==> src/rtl/core/assert_macros.svh <==
// Assertion macros for the RTL, included by the tracker top level.
`ifndef ASSERT_MACROS_SVH
`define ASSERT_MACROS_SVH

// Same-cycle implication, sampled on clk, off during reset.
`define ASSERT_NOW(label, ante, cons) \
    label: assert property (@(posedge clk) disable iff (!rst_n) (ante) |-> (cons)) \
        else $error("assertion failed: same-cycle check");

// Next-cycle implication, sampled on clk, off during reset.
`define ASSERT_NEXT(label, ante, cons) \
    label: assert property (@(posedge clk) disable iff (!rst_n) (ante) |=> (cons)) \
        else $error("assertion failed: next-cycle check");

`endif

==> src/rtl/core/drt_pkg.sv <==
// Types, codes and rectangle helpers for the dirty rectangle tracker.
`timescale 1ns / 1ps

package drt_pkg;

    localparam int EDGE_W      = 13;
    localparam int CFG_INDEX_W = 1;

    localparam logic [CFG_INDEX_W-1:0] CFG_FRAME_WIDTH  = 1'b0;
    localparam logic [CFG_INDEX_W-1:0] CFG_FRAME_HEIGHT = 1'b1;

    typedef logic [EDGE_W-1:0] edge_t;

    typedef struct packed {
        edge_t left;
        edge_t top;
        edge_t right;
        edge_t bottom;
    } rect_t;

    typedef enum logic [1:0] {
        OP_ADD   = 2'd0,
        OP_WHOLE = 2'd1,
        OP_FLUSH = 2'd2
    } op_t;

    typedef enum logic [1:0] {
        CELL_HOLD  = 2'd0,
        CELL_LOAD  = 2'd1,
        CELL_MERGE = 2'd2,
        CELL_SHIFT = 2'd3
    } cell_op_t;

    typedef struct packed {
        cell_op_t op;
        logic     occupied;
    } cell_ctl_t;

    function automatic logic rect_empty(input rect_t r);
        return (r.right <= r.left) || (r.bottom <= r.top);
    endfunction

    function automatic logic rect_holds(input rect_t outer, input rect_t inner);
        return (outer.left <= inner.left) && (inner.right <= outer.right) &&
               (outer.top <= inner.top) && (inner.bottom <= outer.bottom);
    endfunction

    // Union rules: empty new leaves entry, empty entry takes new, else bounding box.
    function automatic rect_t rect_merge(input rect_t cur, input rect_t nb);
        rect_t res;
        res = cur;
        if (rect_empty(nb)) begin
            res = cur;
        end
        else if (rect_empty(cur)) begin
            res = nb;
        end
        else begin
            res.left   = (nb.left < cur.left) ? nb.left : cur.left;
            res.top    = (nb.top < cur.top) ? nb.top : cur.top;
            res.right  = (nb.right > cur.right) ? nb.right : cur.right;
            res.bottom = (nb.bottom > cur.bottom) ? nb.bottom : cur.bottom;
        end
        return res;
    endfunction

endpackage

==> src/rtl/core/drt_cell.sv <==
// One list cell: holds a rectangle, tests containment, loads, merges or shifts.
`timescale 1ns / 1ps

module drt_cell (
    input  logic              clk,
    input  drt_pkg::cell_ctl_t ctl,
    input  drt_pkg::rect_t    load_rect,
    input  drt_pkg::rect_t    shift_rect,
    input  logic              hit_in,
    output drt_pkg::rect_t    rect,
    output logic              hit_out
);
    import drt_pkg::*;

    rect_t rect_reg;
    rect_t rect_next;

    always_comb
    begin
        case (ctl.op)
            CELL_HOLD:  rect_next = rect_reg;
            CELL_LOAD:  rect_next = load_rect;
            CELL_MERGE: rect_next = rect_merge(rect_reg, load_rect);
            CELL_SHIFT: rect_next = shift_rect;
            default:    rect_next = rect_reg;
        endcase
    end

    always_ff @(posedge clk)
    begin
        rect_reg <= rect_next;
    end

    assign rect    = rect_reg;
    assign hit_out = hit_in | (ctl.occupied & rect_holds(rect_reg, load_rect));

endmodule

==> src/rtl/core/dirty_rect_tracker.sv <==
// Top level of the dirty rectangle tracker: control, cell row and output register.
`timescale 1ns / 1ps
`include "assert_macros.svh"

// Dirty rectangle list held in a row of MAX_RECTS cells. An add or whole-frame
// item is registered, then in the execute state every occupied cell tests
// containment in parallel and the target cell loads or merges, unless an add
// is already covered. A flush is registered and decoded, then the row shifts
// toward cell 0 one entry per cycle while the output is not stalled, and
// cell 0 feeds the output register. A new item is taken once the previous
// one has finished; the output register may still hold the last rectangle.
// Cells are not cleared at reset; the entry count, state, output valid and frame size are.
module dirty_rect_tracker #(
    parameter int MAX_RECTS = 8
) (
    input  logic                                clk,
    input  logic                                rst_n,
    input  logic                                in_valid,
    output logic                                in_stall,
    input  logic [1:0]                          operation,
    input  logic [drt_pkg::EDGE_W-1:0]          rect_left,
    input  logic [drt_pkg::EDGE_W-1:0]          rect_top,
    input  logic [drt_pkg::EDGE_W-1:0]          rect_right,
    input  logic [drt_pkg::EDGE_W-1:0]          rect_bottom,
    output logic                                out_valid,
    input  logic                                out_stall,
    output logic [drt_pkg::EDGE_W-1:0]          out_left,
    output logic [drt_pkg::EDGE_W-1:0]          out_top,
    output logic [drt_pkg::EDGE_W-1:0]          out_right,
    output logic [drt_pkg::EDGE_W-1:0]          out_bottom,
    output logic                                out_last,
    input  logic                                cfg_valid,
    output logic                                cfg_ready,
    input  logic [drt_pkg::CFG_INDEX_W-1:0]     cfg_index,
    input  logic [drt_pkg::EDGE_W-1:0]          cfg_data
);
    import drt_pkg::*;

    localparam int CNT_W = $clog2(MAX_RECTS + 1);
    localparam logic [CNT_W-1:0] CNT_MAX = CNT_W'(MAX_RECTS);
    localparam logic [CNT_W-1:0] CNT_ONE = CNT_W'(1);

    typedef enum logic [2:0] {
        S_IDLE  = 3'b001,
        S_EXEC  = 3'b010,
        S_FLUSH = 3'b100
    } state_t;

    state_t           state_reg, state_next;
    logic [CNT_W-1:0] count_reg, count_next;
    op_t              op_reg;
    rect_t            item_rect_reg;
    edge_t            frame_width_reg;
    edge_t            frame_height_reg;
    logic             out_valid_reg, out_valid_next;
    rect_t            out_rect_reg;
    logic             out_last_reg;

    cell_ctl_t        cell_ctl [MAX_RECTS];
    rect_t            cell_rect [MAX_RECTS];
    logic [MAX_RECTS:0] hit_chain;
    rect_t            load_rect;
    logic             in_take;
    logic             out_load;
    logic             hit_any;

    assign in_stall  = (state_reg != S_IDLE);
    assign in_take   = in_valid & ~in_stall;
    assign cfg_ready = 1'b1;
    assign out_load  = (state_reg == S_FLUSH) & (~out_valid_reg | ~out_stall);
    assign hit_any   = hit_chain[MAX_RECTS];
    assign hit_chain[0] = 1'b0;

    always_comb
    begin
        if (op_reg == OP_WHOLE) begin
            load_rect = '{left: '0, top: '0,
                          right: frame_width_reg, bottom: frame_height_reg};
        end
        else begin
            load_rect = item_rect_reg;
        end
    end

    // cell row
    for (genvar g = 0; g < MAX_RECTS; g++) begin : g_cell
        rect_t shift_src;
        if (g == MAX_RECTS - 1) begin : g_tail
            assign shift_src = cell_rect[g];
        end
        else begin : g_body
            assign shift_src = cell_rect[g+1];
        end
        drt_cell u_cell (
            .clk        (clk),
            .ctl        (cell_ctl[g]),
            .load_rect  (load_rect),
            .shift_rect (shift_src),
            .hit_in     (hit_chain[g]),
            .rect       (cell_rect[g]),
            .hit_out    (hit_chain[g+1])
        );
    end

    always_comb
    begin
        state_next = state_reg;
        count_next = count_reg;
        for (int i = 0; i < MAX_RECTS; i++) begin
            cell_ctl[i].op       = CELL_HOLD;
            cell_ctl[i].occupied = (CNT_W'(i) < count_reg);
        end
        case (state_reg)
            S_IDLE:
            begin
                if (in_take) begin
                    state_next = S_EXEC;
                end
            end
            S_EXEC:
            begin
                state_next = S_IDLE;
                case (op_reg)
                    OP_ADD:
                    begin
                        if (!hit_any) begin
                            if (count_reg < CNT_MAX) begin
                                for (int i = 0; i < MAX_RECTS; i++) begin
                                    if (CNT_W'(i) == count_reg) begin
                                        cell_ctl[i].op = CELL_LOAD;
                                    end
                                end
                                count_next = count_reg + CNT_ONE;
                            end
                            else begin
                                cell_ctl[MAX_RECTS-1].op = CELL_MERGE;
                            end
                        end
                    end
                    OP_WHOLE:
                    begin
                        cell_ctl[0].op = CELL_LOAD;
                        count_next     = CNT_ONE;
                    end
                    OP_FLUSH:
                    begin
                        if (count_reg != '0) begin
                            state_next = S_FLUSH;
                        end
                    end
                    default:
                    begin
                        state_next = S_IDLE;
                    end
                endcase
            end
            S_FLUSH:
            begin
                if (out_load) begin
                    for (int i = 0; i < MAX_RECTS; i++) begin
                        cell_ctl[i].op = CELL_SHIFT;
                    end
                    count_next = count_reg - CNT_ONE;
                    if (count_reg == CNT_ONE) begin
                        state_next = S_IDLE;
                    end
                end
            end
            default:
            begin
                state_next = S_IDLE;
            end
        endcase
    end

    always_comb
    begin
        if (out_load) begin
            out_valid_next = 1'b1;
        end
        else if (!out_stall) begin
            out_valid_next = 1'b0;
        end
        else begin
            out_valid_next = out_valid_reg;
        end
    end

    always_ff @(posedge clk or negedge rst_n)
    begin
        if (!rst_n) begin
            state_reg        <= S_IDLE;
            count_reg        <= '0;
            out_valid_reg    <= 1'b0;
            frame_width_reg  <= EDGE_W'(640);
            frame_height_reg <= EDGE_W'(480);
        end
        else begin
            state_reg     <= state_next;
            count_reg     <= count_next;
            out_valid_reg <= out_valid_next;
            if (cfg_valid && cfg_ready) begin
                if (cfg_index == CFG_FRAME_WIDTH) begin
                    frame_width_reg <= cfg_data;
                end
                if (cfg_index == CFG_FRAME_HEIGHT) begin
                    frame_height_reg <= cfg_data;
                end
            end
        end
    end

    always_ff @(posedge clk)
    begin
        if (in_take) begin
            op_reg        <= op_t'(operation);
            item_rect_reg <= '{left: rect_left, top: rect_top,
                               right: rect_right, bottom: rect_bottom};
        end
        if (out_load) begin
            out_rect_reg <= cell_rect[0];
            out_last_reg <= (count_reg == CNT_ONE);
        end
    end

    assign out_valid  = out_valid_reg;
    assign out_left   = out_rect_reg.left;
    assign out_top    = out_rect_reg.top;
    assign out_right  = out_rect_reg.right;
    assign out_bottom = out_rect_reg.bottom;
    assign out_last   = out_last_reg;

    `ASSERT_NOW(a_count_bound, 1'b1, count_reg <= CNT_MAX)
    `ASSERT_NOW(a_flush_nonempty, state_reg == S_FLUSH, count_reg != '0)
    `ASSERT_NEXT(a_take_exec, in_take, state_reg == S_EXEC)
    `ASSERT_NEXT(a_last_ends, out_load && count_reg == CNT_ONE,
                 state_reg == S_IDLE && count_reg == '0)

endmodule

==> config.mk <==
export PLATFORM = sky130hd
export DESIGN_NAME = dirty_rect_tracker
export DESIGN_NICKNAME = d
export VERILOG_FILES = /design/src/rtl/core/drt_pkg.sv /design/src/rtl/core/drt_cell.sv /design/src/rtl/core/dirty_rect_tracker.sv
export VERILOG_INCLUDE_DIRS = /design/src /design/src/rtl/core
export SDC_FILE = /design/constraint.sdc
export NUM_CORES = 1
export LEC_CHECK = 0
export BUFFER_PORTS_ARGS = -buffer_cell sky130_fd_sc_hd__buf_2
export CAP_MARGIN = 0
export CORE_ASPECT_RATIO = 1.25
export CORE_MARGIN = 1
export CORE_UTILIZATION = 45
export CTS_CLUSTER_DIAMETER = 40
export DETAILED_ROUTE_END_ITERATION = 6
export PLACE_DENSITY = 0.68
export SLEW_MARGIN = 20
export SYNTH_ARGS = -nofsm -noshare
export SYNTH_HDL_FRONTEND = slang
export SYNTH_SLANG_ARGS = --single-unit
==> constraint.sdc <==
create_clock -name clk -period 8.8 [get_ports clk]
set_input_delay 0.88 -clock clk [delete_from_list [all_inputs] [get_ports clk]]
set_output_delay 0.88 -clock clk [all_outputs]
set_load 0.02 [all_outputs]
After elaboration in Yosys (flattened, before gate mapping)
Index checks and enable logic that the tools add are counted.
Widths: inputs -> output; s select.
- add/subtract/negate cells: 2
- $lt $le $gt $ge: 91
- eq/ne operators: 85
- mux-type cells: 111
- bitwise gates (word level): 30
- reduce and logical (&&, ||, !) cells: 82
- operator list (kind ; count):
    $pmux 52 s3 ; 7
    $mux 52 ; 17
    $le 13x13->1 ; 50
    $mux 13 ; 32
    $gt 13x13->1 ; 16
    $lt 13x13->1 ; 16
    $pmux 52 s2 ; 1
    $ne 3x1->1 const B ; 33
    $reduce_and 3->1 ; 33
    $eq 2x2->1 const B ; 17
    $pmux 2 s2 ; 8
    $mux 1 ; 30
    $logic_and 1x1->1 ; 24
    $ne 2x2->1 const B ; 10
    $eq 2x1->1 const B ; 9
    $logic_not 2->1 ; 9
    $eq 3x4->1 const A ; 4
    $lt 3x4->1 const A ; 4
    $pmux 4 s2 ; 2
    $mux 3 ; 5
    $mux 4 ; 3
    $not 1->1 ; 12
    $and 1x1->1 ; 10
    $logic_or 1x1->1 ; 9
    24 further kinds ; 40
- bits in registers: 557
- input port bits: 73
- output and inout port bits: 56
- word-level logic and storage cells: 448

Logic depth before layout (Yosys ltp)
Gate-level depths: netlist of the first run.
- word-level depth: 21
- gate-level depth with buffers: 24
- depth with buffers taken out: 18

Hierarchy
Synthesis of the first run repeated with hierarchy kept, for this count alone.
- cell total of the unflattened synthesis: 4012
- area, all modules: 43371.6 um^2
- by module, submodules not included (module ; instances ; cells an instance ; area each (um^2)):
    drt_cell (g_cell[1].u_cell ...) ; 7 ; 454 ; 4732.0
    dirty_rect_tracker ; 1 ; 367 ; 5465.2
    drt_cell (g_cell[0].u_cell) ; 1 ; 467 ; 4782.1

Least setup slack after synthesis of the first run
No wires, ideal clock.
- path kind: flip-flop to flip-flop
- start point: register op_reg[1]
- end point: register g_cell[7].u_cell.rect_reg, in the netlist g_cell[7].u_cell.rect[0] (enable)
- arrival time: 5396 ps
- required time: 8413 ps
- setup slack: 3017 ps
- stages on the path, launching flop included: 23
- clock period less this slack: 5783 ps
- cells stage by stage: edfxtp_1 -> nand2b_1 -> buf_6 -> buf_4 -> clkbuf_1 -> clkbuf_1 -> nand2_1 -> inv_1 -> ha_1 -> a21oi_1 -> nand2_1 -> a211o_1 -> a211o_1 -> a2111oi_0 -> o41ai_1 -> or2_1 -> buf_6 -> buf_4 -> o21a_1 -> ha_1 -> a311oi_1 -> a31oi_2 -> a21oi_1
- RTL lines (what ; line ; RTL):
    start, declared ; dirty_rect_tracker.sv:51 ; op_t op_reg;
    start signal, assigned ; dirty_rect_tracker.sv:216 ; op_reg <= op_t'(operation);
    end signal, assigned ; drt_cell.sv:31 ; rect_reg <= rect_next;
    end, declared ; drt_cell.sv:15 ; rect_t rect_reg;

==> results.tsv, run 1 <==
metric	value	unit
cts_hold_buf	0	
fin_nets	3572	
netlist_instances	2869	
worstPathRequired	9.08	ns
io_buffer_count	127	
fin_crit	7.23	ns
grt_use_total	26.5	%
initial_core_util	45.5	%
die_height	304	microns
drt_iter0_drc	1881	
crit_arrival	7.51	ns
end_kind	flop	
via_count	23800	
yosys.area_share.simple	7.62	%
antenna_found_initial	0	
drive_gt1_share	12.5	%
run_status	finished clean	
final_cell_area	37800	sq um
area_delta_synth_final	15.3	%
synth_ff_type	edfxtp_1	
power	8.36	mW
synthXorXnorAreaFrac	0.187	%
ctsLongestPathBuffers	3	
routedWlPerCell	24.1	microns
synth_compound_area_share	17.3	%
pin_count	129	
grt_pass1_wl	148000	microns
ctsResizeCount	0	
rsz0062_at_grt	false	
post-route-period-util	82.2	%
finClkSkew	0.0338	ns
vias_per_cell	5.84	
ir_drop	0.157	mV
syn_nets	3391	
die_w	243	microns
drt-total-wl	98000	microns
p_per_area	221	nW/um^2
setup_tns	0	ns
critPathSlowestCell	or2_1	
htree_levels	3	
cts.clk_slew.worst_paths	0.06	ns
max_freq	138	MHz
place.gp.congestion	0.964	
synth-warning-count	0	
drc_errors	0	
fp-row-count	110	
setup_violations	0	
cts_root_buf	clkbuf_16	
clk_latency	0.65	ns
grt_max_degree	250	
dieArea	73900	sq um
cts_tree	done	
first_global_vias	24700	
slew_violations	0	
synth_edf_count	523	
holdWs	0.302	ns
synth_top_family_by_area	adder cells	
final-hold-violation-count	0	
ys_types	81	
numCtsBuffers	84	
placed_area	34700	sq um
largest_reg_flops	416	
synth_area	32800	sq um
drt_pass1_iterations	6	
maxCapViolCount	0	
synthArstFlopShare	6.10	%
yosysSeqAreaShare	50.6	%
min_path_type	input pin to asynchronous set/reset pin	
design.core.area	72000	sq um
overflow	0	
diodes	0	
timing_worst_setup_path_type	flop to flop	
synth_seq_cells	557	
crit_top_cell	ha_1	
cellLeakagePower	17.4	nW
slew_headroom	28.2	%
cts_sinks	557	
cts_setup_buffers	0	
cp-start-kind	flop	
syn_area_per_cell	11.4	sq um
worst_pin_slew	1.07	ns
critPathMaxFanout	28	
hpwl	74300	microns
synth_mux_area_share	1.13	%
synth_adder_area_share	17.4	%
max_stage_delay	0.73	ns
reg2reg_depth	17	
path_cells	nand2b_2 > mux2i_1 > inv_1 > ha_1 > nand4_1 > a211oi_1 > o41ai_1 > a21oi_1 > a2111oi_0 > a22oi_2 > nand4b_2 > or2_1 > o31ai_1 > ha_1 > a311oi_1 > a31oi_2 > a21oi_2	
antenna_left	0	
-- synth_stat cells (11+ instances only) --
cell type	count	share of area, %
a21boi_0	184	4.2
o21a_1	22	0.50
ha_1	449	17
a31oi_1	11	0.21
buf_1	11	0.13
nand4_1	54	1.0
clkbuf_1	54	0.62
dfrtp_1	27	2.1
nand2b_1	18	0.34
o41ai_1	12	0.32
mux2_2	28	0.96
nor2b_1	24	0.46
nand3_1	80	1.2
inv_1	427	4.9
nand2_1	172	2.0
a21o_1	224	5.1
nor4_1	17	0.32
and4_1	12	0.32
edfxtp_1	523	48
nor3_1	16	0.24
o211ai_1	13	0.30
a211oi_1	37	0.85
nor2_1	84	0.96
o21ai_0	90	1.4
a21oi_1	121	1.8
-- worst paths after layout --
path,startpoint,end,slack (ns)
worst max-delay path,op_reg[1]$_DFFE_PP_,g_cell[7].u_cell.rect[21]$_DFFE_PP_,1.57
worst min-delay path,rst_n,frame_width_reg[0]$_DFFE_PN0P_,0.30
worst max register to register,op_reg[1]$_DFFE_PP_,g_cell[7].u_cell.rect[21]$_DFFE_PP_,1.57
worst min register to register,g_cell[0].u_cell.rect[35]$_DFFE_PP_,out_top[9]$_DFFE_PP_,0.45
max in group asynchronous,rst_n,count_reg[0]$_DFFE_PN0P_,8.01
min in group clk,rect_left[12],item_rect_reg[51]$_DFFE_PP_,0.40
-- critical path: cells and delay by family, from the launching register on --
kind / cells / cell delay, ns
compound gates: 9 / 2.62
flops: 1 / 0.47
buf+inv: 1 / 0.47
simple gates: 4 / 1.85
mux: 1 / 0.68
fa+ha+maj: 2 / 0.76
-- per-layer routing --
| metal | track usage (%) | wire length (microns) |
|---|---|---|
| met4 | 15.7 | 6180 |
| met5 | 0 | 0 |
| met1 | 30.4 | 37200 |
| met2 | 46.2 | 48900 |
| met3 | 4.58 | 5660 |
-- report_power, final --
part	switching [mW]	internal [mW]	leakage, nW
sequential	0.124	3.08	5.15
clock	1.39	2.18	1.45
combinational	1.02	0.567	10.8
total	2.53	5.83	17.4
-- layout make-up --
class / instances / area [sq um]
Fill cell: 6104 / 34200
Sequential cell: 557 / 16600
Multi-Input combinational cell: 1811 / 14400
Clock buffer: 92 / 2180
Inverter: 430 / 1620
Tap cell: 952 / 1190
Timing Repair Buffer: 166 / 961
Clock inverter: 64 / 825
-- layout by cell type, fill, tap and decap left out, types with 14 or more instances in the layout --
cell and n:
edfxtp_1 523, ha_1 449, inv_1 426, a21o_1 224, a21boi_0 184, nand2_1 171, buf_2 127, a21oi_1 119
clkbuf_16 86, nor2_1 83, nand3_1 80, o21ai_0 70, nand4_1 54, a211oi_1 37, buf_4 37, mux2_2 28
dfrtp_1 27, nor2b_1 23, o21a_1 22, nand2b_1 17, nor4_1 17, nor3_1 16, inv_6 14
-- through the flow --
step	setup slack [ns]	cells	util, %
final	1.57	4072	52.5
after global routing	1.18	4072	52.5
after CTS	1.37	4071	52.4
after detailed placement	1.43	3915	48.2
after global placement	1.53	3915	48.2
after floorplan	3.02	2869	-
-- kinds of logic (layout without fill, tap and decap cells) --
logic type      after synthesis  in the layout
buf+inv                     501            752
other cells                   1              1
mux                          33             33
compound gates              807            807
flops                       557            557
fa+ha+maj                   456            456
simple gates                507            507
xor+xnor                      7              7
(Power assumes the default switching activity.)
==> inputs of run 2 (changes only) <==
Settings changed: PLACE_DENSITY 0.68 to 0.7.
Clock period 8.8 ns to 6.3 ns, I/O delays scaled along.
==> results.tsv, run 2 (synthesis results as in run 1) <==
metric	value	unit	change
fin_crit	6.08	ns	-1.15 ns
p_per_area	298	nW/um^2	+35%
final-hold-violation-count	0		unchanged
initial_core_util	45.5	%	unchanged
post-route-period-util	96.6	%	+14 points
final_common_cell	edfxtp_1		
ctsResizeCount	0		unchanged
cts_hold_buf	0		unchanged
cts.clk_slew.worst_paths	0.06	ns	about the same
fp-row-count	110		unchanged
via_count	23700		-0.35%
overflow	0		unchanged
vias_per_cell	5.78		-1.1%
end_kind	flop		
cts_sinks	557		unchanged
pin_count	129		unchanged
slew_violations	0		unchanged
combPwrFrac	20.0	%	+1.1 points
intPower	7.76	mW	+33%
drt_pass1_iterations	5		-1
met3_wirelength	5300	microns	-6.3%
wl_met1	38100	microns	+2.3%
design.core.area	72000	sq um	unchanged
run_status	finished clean		
worstPathRequired	6.62	ns	-2.46 ns
cp-start-kind	flop		
cts_root_buf	clkbuf_16		
layout_common_cells	edfxtp_1, ha_1, inv_1		
power	11.2	mW	+34%
critPathMaxFanout	22		-21%
swShare	31.0	%	+0.73 points
rsz0062_at_grt	false		
pwr-share-clk	40.4	%	-2.3 points
max_stage_delay	0.71	ns	-0.02 ns
fin_nets	3608		+1.0%
place_ws	0.259	ns	-1.17 ns
route.met2.wl	45700	microns	-6.6%
worst_pin_slew	1.03	ns	-0.0387 ns
place.gp.congestion	0.948		-1.7%
fin_cells	4104		+0.79%
p_sw	3.49	mW	+38%
io_buffer_count	127		unchanged
first_global_vias	23700		-4.2%
antenna_found_initial	2		+2
crit_arrival	6.41	ns	-1.10 ns
slew_headroom	30.8	%	+2.6 points
drc_errors	0		unchanged
grt_pass1_wl	141000	microns	-5.1%
largest_reg_flops	416		unchanged
dieArea	73900	sq um	unchanged
clk_latency	0.65	ns	about the same
critPathSlowestCell	o21ai_0		
ir_drop	0.237	mV	+51%
htree_levels	3		unchanged
dp_cells	3955		+1.0%
cellLeakagePower	17.4	nW	+0.35%
grt_use_total	25.1	%	-1.4 points
area_delta_synth_final	15.1	%	
maxCapViolCount	0		unchanged
drt-total-wl	93800	microns	-4.2%
setup_slack	0.215	ns	-1.35 ns
cts_setup_buffers	0		unchanged
finClkSkew	0.0392	ns	+0.00539 ns
timing_worst_setup_path_type	flop to flop		
setup_tns	0	ns	unchanged
min_path_type	input pin to asynchronous set/reset pin		
antenna_left	0		unchanged
max_freq	164	MHz	+19%
cts_tree	done		
hpwl	71300	microns	-3.9%
numCtsBuffers	80		-4.8%
die_height	304	microns	unchanged
setup_violations	0		unchanged
routedWlPerCell	22.9	microns	-5.0%
drt_iter0_drc	1833		-2.6%
diodes	0		unchanged
grt_max_degree	144		-42%
ctsLongestPathBuffers	3		unchanged
path_cells	nand2b_2 > nand2_1 > inv_1 > buf_4 > ha_1 > nand2_1 > o21ai_0 > a221oi_1 > o21ai_0 > nand4_1 > nand4b_2 > or2_1 > o31ai_1 > ha_1 > a311oi_1 > a31oi_2 > a21oi_1 > buf_4		
die_w	243	microns	unchanged
drive_gt1_share	13.1	%	+0.60 points
top_layer	met5		
power.share.sequential	39.6	%	+1.3 points
run 2: cell types whose count changed in the layout (fill, tap and decap cells not counted), moves of 3 or more:
cell,previous run,this run
bufinv_16,11,3
o21ai_1,12,19
o21ai_2,6,2
clkinvlp_4,8,4
buf_4,37,77
inv_6,14,17
clkbuf_16,86,81
clkinv_8,2,7
run 2: metal layers:
metal / track usage [%] / vias to the layer above
met3: 3.29 / 220
met4: 13.0 / 4
met2: 42.6 / 856
met1: 31.3 / 11600
met5: 0 / -
li1: - / 11000
run 2: worst paths after layout:
check	startpoint	to	slack, ns	depth (start not counted)
hold reg to reg	g_cell[0].u_cell.rect[28]$_DFFE_PP_	out_top[2]$_DFFE_PP_	0.45	0
min in group clk	rect_left[9]	item_rect_reg[48]$_DFFE_PP_	0.16	1
setup reg to reg	op_reg[1]$_DFFE_PP_	g_cell[7].u_cell.rect[15]$_DFFE_PP_	0.22	18
max in group asynchronous	rst_n	count_reg[1]$_DFFE_PN0P_	5.70	1
setup / recovery	op_reg[1]$_DFFE_PP_	g_cell[7].u_cell.rect[15]$_DFFE_PP_	0.22	18
hold / removal	rst_n	frame_width_reg[8]$_DFFE_PN0P_	0.08	1
run 2: area by class of cell:
type / count / area, sq um
multi-input combinational: 1812 / 14400
clock buffer: 88 / 2070
sequential: 557 / 16600
timing repair buffer: 205 / 1230
fill: 6241 / 34300
inverter: 430 / 1620
clock inverter: 60 / 651
tap: 952 / 1190
run 2: power groups by stage:
stage	sequential [mW]	clock, mW	combinational, mW
after floorplan	4.43	0	1.44
final	4.45	4.54	2.25
after global placement	4.52	0	2.15
after CTS	4.44	4.60	2.21
after detailed placement	4.52	0	2.19
after global routing	4.46	4.74	2.47
run 2: critical path: cells and delay by family, from the launching register on:
| family | cells | cell delay (ns) |
|---|---|---|
| flops | 1 | 0.52 |
| compound gates | 7 | 1.87 |
| fa+ha+maj | 2 | 0.62 |
| buf+inv | 3 | 0.58 |
| simple gates | 6 | 2.14 |
run 2: per-stage QoR:
| stage | utilization (%) | instance area [sq um] | hold WS, ns |
|---|---|---|---|
| floorplan | - | 32800 | 0.334 |
| global placement | 48.6 | 35000 | 0.433 |
| detailed placement | 48.6 | 35000 | 0.436 |
| CTS | 52.4 | 37700 | 0.0659 |
| global route | 52.4 | 37700 | 0.134 |
| finish | 52.4 | 37700 | 0.0843 |
